$ cat src/rtl/core/kle_pkg.sv
// ----------------------------------------------------------------------------
// kle_pkg
// Shared types and constants of the key event line editor: key codes,
// modifier word layout and the payload structs of both channels.
// ----------------------------------------------------------------------------
`default_nettype none

package kle_pkg;

	// default number of words held in the line
	localparam int KLE_LINE_DEPTH = 32;

	localparam int KLE_CODE_W  = 10;
	localparam int KLE_VALUE_W = 2;
	localparam int KLE_WORD_W  = 16;

	// modifier flags sit above the low byte of a word
	localparam int KLE_FLAG_SHIFT = 8;

	// key codes with a special meaning
	localparam logic [KLE_CODE_W-1:0] KC_ENTER     = 10'd28;
	localparam logic [KLE_CODE_W-1:0] KC_BACKSPACE = 10'd14;
	localparam logic [KLE_CODE_W-1:0] KC_CAPS      = 10'd58;
	localparam logic [KLE_CODE_W-1:0] KC_DELETE    = 10'd111;
	localparam logic [KLE_CODE_W-1:0] KC_LEFT      = 10'd105;
	localparam logic [KLE_CODE_W-1:0] KC_RIGHT     = 10'd106;
	localparam logic [KLE_CODE_W-1:0] KC_LSHIFT    = 10'd42;
	localparam logic [KLE_CODE_W-1:0] KC_RALT      = 10'd100;

	// key values
	localparam logic [KLE_VALUE_W-1:0] VAL_RELEASE = 2'd0;
	localparam logic [KLE_VALUE_W-1:0] VAL_PRESS   = 2'd1;

	typedef struct packed {
		logic [KLE_CODE_W-1:0]  key_code;
		logic [KLE_VALUE_W-1:0] key_value;
	} key_event_t;

	typedef struct packed {
		logic [KLE_WORD_W-1:0] line_word;
		logic                  last_word;
	} line_out_t;

endpackage : kle_pkg

`default_nettype wire

$ cat src/rtl/core/kle_store.sv
// ----------------------------------------------------------------------------
// kle_store
// Line word memory: one write port and one read port, read data registered.
// Contents are undefined until written.
// ----------------------------------------------------------------------------
`default_nettype none

module kle_store import kle_pkg::*; #(
	parameter int DEPTH = KLE_LINE_DEPTH,
	parameter int AW    = $clog2(DEPTH)
) (
	input  wire logic                  clk,
	input  wire logic                  we,
	input  wire logic [AW-1:0]         waddr,
	input  wire logic [KLE_WORD_W-1:0] wdata,
	input  wire logic                  re,
	input  wire logic [AW-1:0]         raddr,
	output logic      [KLE_WORD_W-1:0] rdata
);

	logic [KLE_WORD_W-1:0] mem_q [DEPTH];

	// write port
	always_ff @(posedge clk) begin
		if (we) begin
			mem_q[waddr] <= wdata;
		end
	end

	// registered read port
	always_ff @(posedge clk) begin
		if (re) begin
			rdata <= mem_q[raddr];
		end
	end

endmodule : kle_store

`default_nettype wire

$ cat src/rtl/core/kle_idx.sv
// ----------------------------------------------------------------------------
// kle_idx
// Shared index unit: steps a loop index up or down by one and tests whether
// the loop goes on against a bound.
// ----------------------------------------------------------------------------
`default_nettype none

module kle_idx #(
	parameter int W = 6
) (
	input  wire logic [W-1:0] a,
	input  wire logic [W-1:0] b,
	input  wire logic         dec,
	output logic      [W:0]   sum,
	output logic              cont
);

	// down: continue while a > b; up: continue while a+1 < b
	always_comb begin
		if (dec) begin
			sum  = {1'b0, a} - {{W{1'b0}}, 1'b1};
			cont = (a > b);
		end else begin
			sum  = {1'b0, a} + {{W{1'b0}}, 1'b1};
			cont = (sum < {1'b0, b});
		end
	end

endmodule : kle_idx

`default_nettype wire

$ cat src/rtl/core/key_event_line_editor.sv
// ----------------------------------------------------------------------------
// key_event_line_editor
// Keyboard event line editor: modifier tracking, insert and remove at the
// cursor by shifting the line memory one word a cycle, and line transfer on
// enter.
// Modifier, arrow and ignored keys take effect in the idle state. An insert
// or remove shifts the words behind the cursor: line_length - edit_position
// words for an insert, the words behind the removed one for a remove.
// Enter emits line_length + 1 words; each is read, loaded into the output
// register and held until taken. The shift loops move one word a cycle.
// Reset (arst_n low): empty line, cursor 0, all flags off, no output pending.
// ----------------------------------------------------------------------------
`default_nettype none

module key_event_line_editor import kle_pkg::*; #(
	parameter int LINE_DEPTH = KLE_LINE_DEPTH
) (
	input  wire logic       clk,
	input  wire logic       arst_n,
	input  wire logic       key_valid,
	output logic            key_ready,
	input  wire key_event_t key_event,
	output logic            line_valid,
	input  wire logic       line_ready,
	output line_out_t       line_out
);

	localparam int AW = $clog2(LINE_DEPTH);
	localparam int IW = $clog2(LINE_DEPTH + 1);

	localparam logic [2:0] ST_IDLE  = 3'd0;
	localparam logic [2:0] ST_INS   = 3'd1;
	localparam logic [2:0] ST_RM    = 3'd2;
	localparam logic [2:0] ST_EM_RD = 3'd3;
	localparam logic [2:0] ST_EM_LD = 3'd4;
	localparam logic [2:0] ST_EM_WT = 3'd5;

	localparam logic [IW-1:0] DEPTH_I = IW'(LINE_DEPTH);
	localparam logic [IW-1:0] ONE_I   = IW'(1);
	localparam logic [KLE_WORD_W-1:0] ENTER_WORD = KLE_WORD_W'(KC_ENTER);

	logic [2:0]            state_q;
	logic [IW-1:0]         len_q;
	logic [IW-1:0]         pos_q;
	logic [IW-1:0]         idx_q;
	logic [IW-1:0]         src_q;
	logic                  pend_q;
	logic [IW-1:0]         wa_q;
	logic [KLE_WORD_W-1:0] word_q;
	logic                  caps_q;
	logic                  shift_q;
	logic                  altgr_q;
	logic                  line_valid_q;
	line_out_t             line_out_q;

	logic [IW:0]           u_sum;
	logic                  u_cont;
	logic [IW-1:0]         u_b;
	logic                  u_dec;

	logic                  mem_we;
	logic [AW-1:0]         mem_waddr;
	logic [KLE_WORD_W-1:0] mem_wdata;
	logic                  mem_re;
	logic [AW-1:0]         mem_raddr;
	logic [KLE_WORD_W-1:0] mem_rdata;

	logic                  key_xfer;
	logic                  line_xfer;
	logic                  active;
	logic [KLE_WORD_W-1:0] new_word;

	assign key_ready  = (state_q == ST_IDLE);
	assign key_xfer   = key_valid && key_ready;
	assign line_valid = line_valid_q;
	assign line_out   = line_out_q;
	assign line_xfer  = line_valid_q && line_ready;
	assign active     = (key_event.key_value != VAL_RELEASE);

	// word for an ordinary key: flags above the low byte, ORed with the code
	assign new_word = (KLE_WORD_W'({altgr_q, shift_q, caps_q}) << KLE_FLAG_SHIFT)
		| KLE_WORD_W'(key_event.key_code);

	// shared index unit operands
	always_comb begin
		u_b   = len_q;
		u_dec = 1'b0;
		if (state_q == ST_INS) begin
			u_b   = pos_q;
			u_dec = 1'b1;
		end
	end

	kle_idx #(.W(IW)) u_idx (
		.a    (idx_q),
		.b    (u_b),
		.dec  (u_dec),
		.sum  (u_sum),
		.cont (u_cont)
	);

	// memory port control
	always_comb begin
		mem_we    = 1'b0;
		mem_waddr = wa_q[AW-1:0];
		mem_wdata = mem_rdata;
		mem_re    = 1'b0;
		mem_raddr = u_sum[AW-1:0];
		unique case (state_q)
			ST_INS: begin
				mem_re = u_cont;
				if (pend_q) begin
					mem_we = 1'b1;
				end else if (!u_cont) begin
					mem_we    = 1'b1;
					mem_waddr = pos_q[AW-1:0];
					mem_wdata = word_q;
				end
			end
			ST_RM: begin
				mem_re = u_cont;
				mem_we = pend_q;
			end
			ST_EM_RD: begin
				mem_re    = (idx_q != pos_q);
				mem_raddr = src_q[AW-1:0];
			end
			default: begin
			end
		endcase
	end

	kle_store #(.DEPTH(LINE_DEPTH), .AW(AW)) u_store (
		.clk   (clk),
		.we    (mem_we),
		.waddr (mem_waddr),
		.wdata (mem_wdata),
		.re    (mem_re),
		.raddr (mem_raddr),
		.rdata (mem_rdata)
	);

	// sequencer and line state
	always_ff @(posedge clk or negedge arst_n) begin
		if (!arst_n) begin
			state_q      <= ST_IDLE;
			len_q        <= '0;
			pos_q        <= '0;
			idx_q        <= '0;
			src_q        <= '0;
			pend_q       <= 1'b0;
			caps_q       <= 1'b0;
			shift_q      <= 1'b0;
			altgr_q      <= 1'b0;
			line_valid_q <= 1'b0;
		end else begin
			unique case (state_q)
				ST_IDLE: begin
					if (key_xfer) begin
						pend_q <= 1'b0;
						unique case (key_event.key_code)
							KC_ENTER: begin
								if (active && len_q != '0) begin
									idx_q   <= '0;
									src_q   <= '0;
									state_q <= ST_EM_RD;
								end
							end
							KC_BACKSPACE: begin
								if (active && pos_q != '0) begin
									pos_q   <= pos_q - ONE_I;
									idx_q   <= pos_q - ONE_I;
									state_q <= ST_RM;
								end
							end
							KC_CAPS: begin
								if (key_event.key_value == VAL_PRESS) begin
									caps_q <= !caps_q;
								end
							end
							KC_DELETE: begin
								if (active && pos_q < len_q) begin
									idx_q   <= pos_q;
									state_q <= ST_RM;
								end
							end
							KC_LEFT: begin
								if (active && pos_q != '0) begin
									pos_q <= pos_q - ONE_I;
								end
							end
							KC_RIGHT: begin
								if (active && pos_q < len_q) begin
									pos_q <= pos_q + ONE_I;
								end
							end
							KC_LSHIFT: begin
								if (key_event.key_value == VAL_RELEASE) begin
									shift_q <= 1'b0;
								end else if (key_event.key_value == VAL_PRESS) begin
									shift_q <= 1'b1;
								end
							end
							KC_RALT: begin
								if (key_event.key_value == VAL_RELEASE) begin
									altgr_q <= 1'b0;
								end else if (key_event.key_value == VAL_PRESS) begin
									altgr_q <= 1'b1;
								end
							end
							default: begin
								// a full line drops the key
								if (active && len_q != DEPTH_I) begin
									idx_q   <= len_q;
									state_q <= ST_INS;
								end
							end
						endcase
					end
				end
				// shift words up from the end, then drop the new word in
				ST_INS: begin
					if (u_cont) begin
						idx_q  <= u_sum[IW-1:0];
						pend_q <= 1'b1;
					end else begin
						pend_q <= 1'b0;
						if (!pend_q) begin
							len_q   <= len_q + ONE_I;
							pos_q   <= pos_q + ONE_I;
							state_q <= ST_IDLE;
						end
					end
				end
				// shift words down over the removed one
				ST_RM: begin
					if (u_cont) begin
						idx_q  <= u_sum[IW-1:0];
						pend_q <= 1'b1;
					end else begin
						pend_q <= 1'b0;
						if (!pend_q) begin
							len_q   <= len_q - ONE_I;
							state_q <= ST_IDLE;
						end
					end
				end
				ST_EM_RD: begin
					state_q <= ST_EM_LD;
				end
				ST_EM_LD: begin
					line_valid_q <= 1'b1;
					state_q      <= ST_EM_WT;
				end
				// wait for the word transfer, then step to the next word
				ST_EM_WT: begin
					if (line_xfer) begin
						line_valid_q <= 1'b0;
						if (line_out_q.last_word) begin
							len_q   <= '0;
							pos_q   <= '0;
							state_q <= ST_IDLE;
						end else begin
							idx_q   <= u_sum[IW-1:0];
							state_q <= ST_EM_RD;
							if (idx_q != pos_q) begin
								src_q <= src_q + ONE_I;
							end
						end
					end
				end
				default: begin
					state_q <= ST_IDLE;
				end
			endcase
		end
	end

	// write address of a pending shift and the word to insert
	always_ff @(posedge clk) begin
		if (key_xfer) begin
			word_q <= new_word;
		end
		if ((state_q == ST_INS || state_q == ST_RM) && u_cont) begin
			wa_q <= idx_q;
		end
	end

	// output register
	always_ff @(posedge clk) begin
		if (state_q == ST_EM_LD) begin
			line_out_q.line_word <= (idx_q == pos_q) ? ENTER_WORD : mem_rdata;
			line_out_q.last_word <= (idx_q == len_q);
		end
	end

	// cursor never leaves the line
	assert property (@(posedge clk) disable iff (!arst_n) pos_q <= len_q)
		else $error("cursor beyond line end");

	// line never grows past its depth
	assert property (@(posedge clk) disable iff (!arst_n) len_q <= DEPTH_I)
		else $error("line length beyond depth");

	// no key taken while a word waits
	assert property (@(posedge clk) disable iff (!arst_n) line_valid |-> !key_ready)
		else $error("key accepted during line output");

	// last word transfer empties the line
	assert property (@(posedge clk) disable iff (!arst_n)
		line_xfer && line_out.last_word |=> (len_q == '0 && pos_q == '0 && key_ready))
		else $error("line not cleared after last word");

endmodule : key_event_line_editor

`default_nettype wire

$ cat config.mk
export PLATFORM = sky130hd
export DESIGN_NAME = key_event_line_editor
export DESIGN_NICKNAME = d
export VERILOG_FILES = /design/src/rtl/core/kle_pkg.sv /design/src/rtl/core/kle_store.sv /design/src/rtl/core/kle_idx.sv /design/src/rtl/core/key_event_line_editor.sv
export SDC_FILE = /design/constraint.sdc
export NUM_CORES = 1
export LEC_CHECK = 0
export ABC_AREA = 1
export BUFFER_PORTS_ARGS = -buffer_cell sky130_fd_sc_hd__buf_4
export CORE_UTILIZATION = 25
export DETAILED_ROUTE_END_ITERATION = 10
export GPL_TIMING_DRIVEN = 0
export PLACE_DENSITY = 0.44
export SLEW_MARGIN = 5
export SYNTH_ARGS = -nofsm -noshare
export SYNTH_HDL_FRONTEND = slang
export SYNTH_SLANG_ARGS = --single-unit
$ cat constraint.sdc
create_clock -name clk -period 8.4 [get_ports clk]
set_input_delay 1.68 -clock clk [delete_from_list [all_inputs] [get_ports clk]]
set_output_delay 1.68 -clock clk [all_outputs]
set_load 0.02 [all_outputs]
# Word-level counts from Yosys, hierarchy flattened
# Memory sizes are Yosys's and may differ from the RTL's. A register that Yosys moved wholly into a read port is not among the register bits.
# Index checks and enable logic that the tools add are counted.
# op_classes
addsub	7
order_cmp	3
eq_ne	40
mux	64
bitwise_logic	1
reduce_logical	34
# ops
operator	n
$mux W6	25
$pmux W6 S3	3
$mux W16	3
$eq A10 B7 Y1 const B	4
$mux W3	8
$pmux W6 S2	2
$pmux W6 S4	1
$ne A2 B2 Y1 const B	11
$eq A10 B6 Y1 const B	2
$mux W5	4
$add A6 B1 Y6 const B	3
$reduce_and A9 Y1	2
$sub A6 B1 Y6 const B	3
$pmux W3 S5	1
$reduce_and A7 Y1	2
$eq A6 B6 Y1	2
$ne A3 B3 Y1 const B	4
$pmux W3 S4	1
$reduce_and A4 Y1	3
$reduce_bool A6 Y1	2
$mux W1	11
$or A11 B10 Y11	1
$eq A10 B4 Y1 const B	1
$eq A10 B5 Y1 const B	1
other kinds (26)	49
# word_totals
register_bits	70
mem_bits_rw	512
input_bits	16
elab_cells	164
n_memories	1
# memory_table
name	words	width	read_ports	rd_clocked_by_memory_dff	write_ports	line_no	source
u_store.mem_q	32	16	1	1	1	kle_store.sv:21	logic [KLE_WORD_W-1:0] mem_q [DEPTH];

# Logic depth before layout (Yosys ltp)
# logic_depth
depth_word	9
depth_mapped	17

# Modules after synthesis
# Synthesis repeated with hierarchy kept, for this count alone.
# hier_totals
cells_unflattened	2487
hier_area_um2	26357.8
# modules_own_cells
module	n_inst	cells_each	area_per_inst_um2	seq_area_each_um2
kle_store	1	1794	21461.8	15855.2
key_event_line_editor	1	596	4309.1	1766.7
kle_idx	1	97	586.8	0.0

# Worst setup path after synthesis
# No wires, ideal clock.
# synth_timing
path_kind	register to register
from	register state_q[2]
to	memory u_store.mem_q[0][2] (data pin)
setup_time_ps	377
arrival_ps	3193
required_ps	8023
setup_slack_ps	4830
path_stages_with_launch	15
synth_period_minus_slack_ps	3570
path_cell_list	dfrtp_1 -> inv_2 -> nand3_4 -> clkbuf_1 -> o21ai_0 -> ha_1 -> a21boi_0 -> o21ai_0 -> nand2_1 -> nand2_1 -> a21oi_2 -> nand3_2 -> buf_2 -> buf_4 -> a21oi_1
# synth_between
elab_chain_len	7
word_cells_on_any_way	9
classes_between	2 x order compare; 1 x eq/ne; 6 x mux
# synth_rtl
element	line_no	source
start: declaration	key_event_line_editor.sv:42	logic [2:0] state_q;
start signal: assignment	key_event_line_editor.sv:146	state_q <= ST_IDLE;
start signal: assignment	key_event_line_editor.sv:166	state_q <= ST_EM_RD;
start signal: assignment	key_event_line_editor.sv:173	state_q <= ST_RM;
$eq A3 B1 Y1 *	key_event_line_editor.sv:88, key_event_line_editor.sv:109	
$mux W6	key_event_line_editor.sv:88	if (state_q == ST_INS) begin
$lt A7 B6 Y1 or $gt A6 B6 Y1 (tied branches)	kle_idx.sv:25, kle_idx.sv:22	
$mux W1	kle_idx.sv:20	if (dec) begin
$mux W16	key_event_line_editor.sv:114	end else if (!u_cont) begin
$mux W16	key_event_line_editor.sv:112	if (pend_q) begin
$mux W16 *	key_event_line_editor.sv:109	unique case (state_q)
net mem_wdata[2]	key_event_line_editor.sv:63	logic [KLE_WORD_W-1:0] mem_wdata;
end: declaration	kle_store.sv:21	
# Mark *: on every way through the listed nets, which the timed path passes. The rest lies on a longest branch.

# Worst setup path after layout
# layout_timing
from	register state_q[2]
to	memory u_store.mem_q[10][12] (data pin)
# The elaborated chain is that of the path after synthesis.

==> results by stage <==
Outcome:
- The run finished with clean final reports.

Clock network:
- In this run, CTS created clock tree buffers numbering 61.
- After clock tree synthesis, the setup repair step added 0 buffers.
- For this design, the CTS-stage hold fixing added 0 buffers.
- The clock net in this run drives a total of 592 sinks.
- The number of buffers between clock root and the deepest sink is 3.
- The number of H-tree branching levels is 2.
- In this run, post-CTS repair resized a total of 0 instances.
- The source-to-sink clock delay at the later pin of the worst-skew pair is 0.65 ns.
- The clock tree root buffer cell is sky130_fd_sc_hd__clkbuf_16.
- TritonCTS built the clock tree.
- The clock-pin slew of the registers on the worst-case setup and hold paths is 0.06 ns.

Timing:
- The ratio of final minimum period to clock period is 59.22%.
- The final setup violation count is 0.
- The clock arrives with 0.03930 ns of skew.
- The number of pins with negative max-slew slack in the final report is 0.
- The slew at the pin closest to its max-slew limit is 1.335 ns.
- Timing would allow up to 201.0 MHz.
- The setup TNS after final layout is 0 ns.
- The total count of hold-check failures in the final report is 0.
- Setup repair after global routing left no endpoint under its margin.
- In this run the tightest slew margin relative to its limit is 10.40%.
- The shortest period the worst path allows is 4.974 ns.

Routing:
- For this run, the detailed router's first-pass iteration total came to 5.
- The remaining antenna violation count is 0.
- In the final routed layout, each cell accounts on average for 23.03 um.
- The final layout contains routed wiring with a total length of 88,280 um.
- For this block, the via count after detailed routing is 18,110.
- For this block, the initial DRC count from the detailed router was 1,594.
- The DRC violation count after routing is 0.
- In the routed layout, each cell is associated on average with a via count of 4.724.

Placed design:
- The detailed placer's ending HPWL is 62,360 um.
- Port buffering added 34 buffers.
- At the end of routability-driven placement, the weighted congestion stood at 0.8860.
- Counting tap cells, the placed design contains a total of 3,722 instances.

Floorplan:
- The floorplan step set the die height to 326.8 um.
- The die outline area is 106,800 sq um.
- The placeable core region is 104,100 sq um.
- Pin placement for this block handled 35 I/O pins.
- The width of the chip is 326.8 um.
- Once the floorplan was initialized, standard cells occupied 25.33% of the core.
- In this run the core area contains 118 standard-cell rows.

Synth:
- For this run, asynchronously set or reset flops after synthesis account for 5.236%.
- The part of the Yosys area used for sequential elements is 66.83%.
- The number of standard cells after synthesis is 2,272.
- The number of flip-flops and latches in the synthesized netlist is 592.
- During synthesis, Yosys emitted a total of 0 warnings.
- Among all flip-flop cells after synthesis, the most frequent one is sky130_fd_sc_hd__edfxtp_1.
- The post-synthesis average cell area is 11.61 sq um.
- The synthesized design contains 561 enable-type register cells.
- The number of nets in the synthesized netlist is 2,312.
- The area of the mapped netlist is 26,370 sq um.
- The count of cell types in the netlist is 49.

Finish:
- The area growth from synthesis to layout is 17.70%.
- In the final layout, the share of cells above drive strength 1 is 14.96%.
- The fill cell instance count of the final layout is 10,542.
- For this run, the post-layout net count is 2,445.
- The antenna diode count is 0.
- The share of the core filled with cells in the final layout is 29.82%.
- The finished layout holds 3,834 standard cells, fillers aside.

Global routing:
- For this run the aggregate overflow at the end of global routing stands at 0.
- The number of antenna violations at the first check in global routing came to 2.
- The number of global-route vias before repair is 17,960.
- Global routing used 16.39% of the available tracks across all layers.
- Entering global routing, the biggest net connects 33 pins.
- The first global-routing pass estimated 126,800 um of wire.

Setup path:
- The maximum fanout along the worst path is 32.
- The worst setup path is captured at a flip-flop.
- Data on the critical path is required at its endpoint by 8.36 ns.
- The category of the critical setup timing path is flip-flop to flip-flop.
- The data arrival time at the worst-slack endpoint is 4.94 ns.
- The worst setup path is launched from a flip-flop.

Hold path:
- The path class of the lowest-slack min-delay path is flip-flop to flip-flop.

Flow run:
- The number of violations of the max-capacitance limit is 0.
## sequential cells by signal (all words and copies together), names as in the netlist
signal         count
caps_q             1
u_store.rdata     16
state_q            3
word_q            11
idx_q              6
src_q              5
pend_q             1
line_valid         1
shift_q            1
altgr_q            1
len_q              6
pos_q              6
line_out          17
wa_q               5
u_store.mem_q    512
## per-stage QoR
step	hold WS, ns	setup WS [ns]	instance area (sq um)
global route	0.5022	3.134	31040
finish	0.4755	3.426	31040
floorplan	0.4194	4.830	26370
detailed placement	0.4610	3.677	29050
CTS	0.4792	3.633	31040
global placement	0.4483	2.094	28350
## cell usage after synthesis (all sizes together), types with 4 or more instances
cell    instances  area [sq um]
nor3           11         55.05
inv           311          1167
xor2           16         140.1
xnor2           4         35.03
a21oi          21         108.9
nand3         139         803.3
nor2           90         350.3
a31oi          34         212.7
o22ai          10         62.56
clkbuf         47         176.4
ha             23         287.8
nor4            4         25.02
nand4          23         143.9
o21ai         176         884.6
nand2         397          1500
dfrtp          31         775.7
mux2           51         574.3
or2            39         244.0
buf            73         385.4
o211ai        188          1411
edfxtp        561         16850
## logic make-up after synthesis
| group | count (synthesis) | synth area share, % |
|---|---|---|
| AND/OR/NAND/NOR | 709 | 11.99 |
| flip-flops | 592 | 66.83 |
| AO/OA/AOI/OAI | 442 | 10.54 |
| buffers and inverters | 433 | 6.591 |
| multiplexers | 52 | 2.216 |
| adder cells (fa/ha/maj) | 24 | 1.167 |
| XOR/XNOR | 20 | 0.6643 |
## layer usage
metal  vias to the layer above  track usage, %  wire length (um)
met1                      9089           21.94             38360
met3                       125           1.925              4844
met4                         0           5.049              2418
li1                       8297               -                 -
met2                       599           27.64             42660
met5                         -               0                 0
## critical path, stage by stage, from the launching register on
cell,delay (ns)
sky130_fd_sc_hd__dfrtp_1,0.50
sky130_fd_sc_hd__inv_2,0.12
sky130_fd_sc_hd__nand3_4,0.18
sky130_fd_sc_hd__clkbuf_1,0.44
sky130_fd_sc_hd__o21ai_0,0.26
sky130_fd_sc_hd__ha_1,0.34
sky130_fd_sc_hd__a21boi_0,0.18
sky130_fd_sc_hd__o21ai_0,0.11
sky130_fd_sc_hd__nand2_1,0.10
sky130_fd_sc_hd__nand2_1,0.12
sky130_fd_sc_hd__a21oi_2,0.26
sky130_fd_sc_hd__nand3_2,0.16
sky130_fd_sc_hd__buf_2,0.23
sky130_fd_sc_hd__buf_4,0.21
sky130_fd_sc_hd__nand2_1,0.08
sky130_fd_sc_hd__clkinv_1,0.95
## path summary, 6_finish.rpt
| check | to | slack [ns] | depth (start not counted) | startpoint |
|---|---|---|---|---|
| setup / recovery | u_store.mem_q[10][12] | 3.43 | 15 | state_q[2] |
| min in group asynchronous | idx_q[0] | 0.96 | 1 | arst_n |
| setup reg to reg | u_store.mem_q[10][12] | 3.43 | 15 | state_q[2] |
| hold / removal | word_q[10] | 0.48 | 0 | altgr_q |
| max in group asynchronous | len_q[3] | 7.08 | 1 | arst_n |
| hold reg to reg | word_q[10] | 0.48 | 0 | altgr_q |
## layout by cell type, fill, tap and decap left out, drive strengths merged, types with 2 or more instances in the layout
cell      n
mux2     51
a211oi    2
clkbuf  120
nor3     11
xor2     16
clkinv   32
edfxtp  561
o21ai   176
xnor2     4
ha       23
nand3   139
nand2   397
bufinv    8
dfrtp    31
nand3b    2
o31ai     3
o211ai  188
nor2     90
buf     143
a21oi    21
and3      3
a31oi    34
a21boi    2
or2      39
o22ai    10
nor4      4
o21bai    2
o21a      2
nand4    23
inv     311
## layout make-up
cell class / count / area [sq um] / share of cell area (%)
multi-input combinational: 1247 / 7124 / 22.96
clock buffer: 73 / 1593 / 5.132
buffer: 120 / 561.8 / 1.810
clock inverter: 39 / 390.4 / 1.258
tap: 1380 / 1727 / 5.563
timing repair buffer: 70 / 842.1 / 2.713
inverter: 313 / 1176 / 3.790
sequential: 592 / 17620 / 56.78
Power is left out: the tool's default activity adds up to more than one toggle a clock period on the data nets, which glitch-free logic cannot reach.
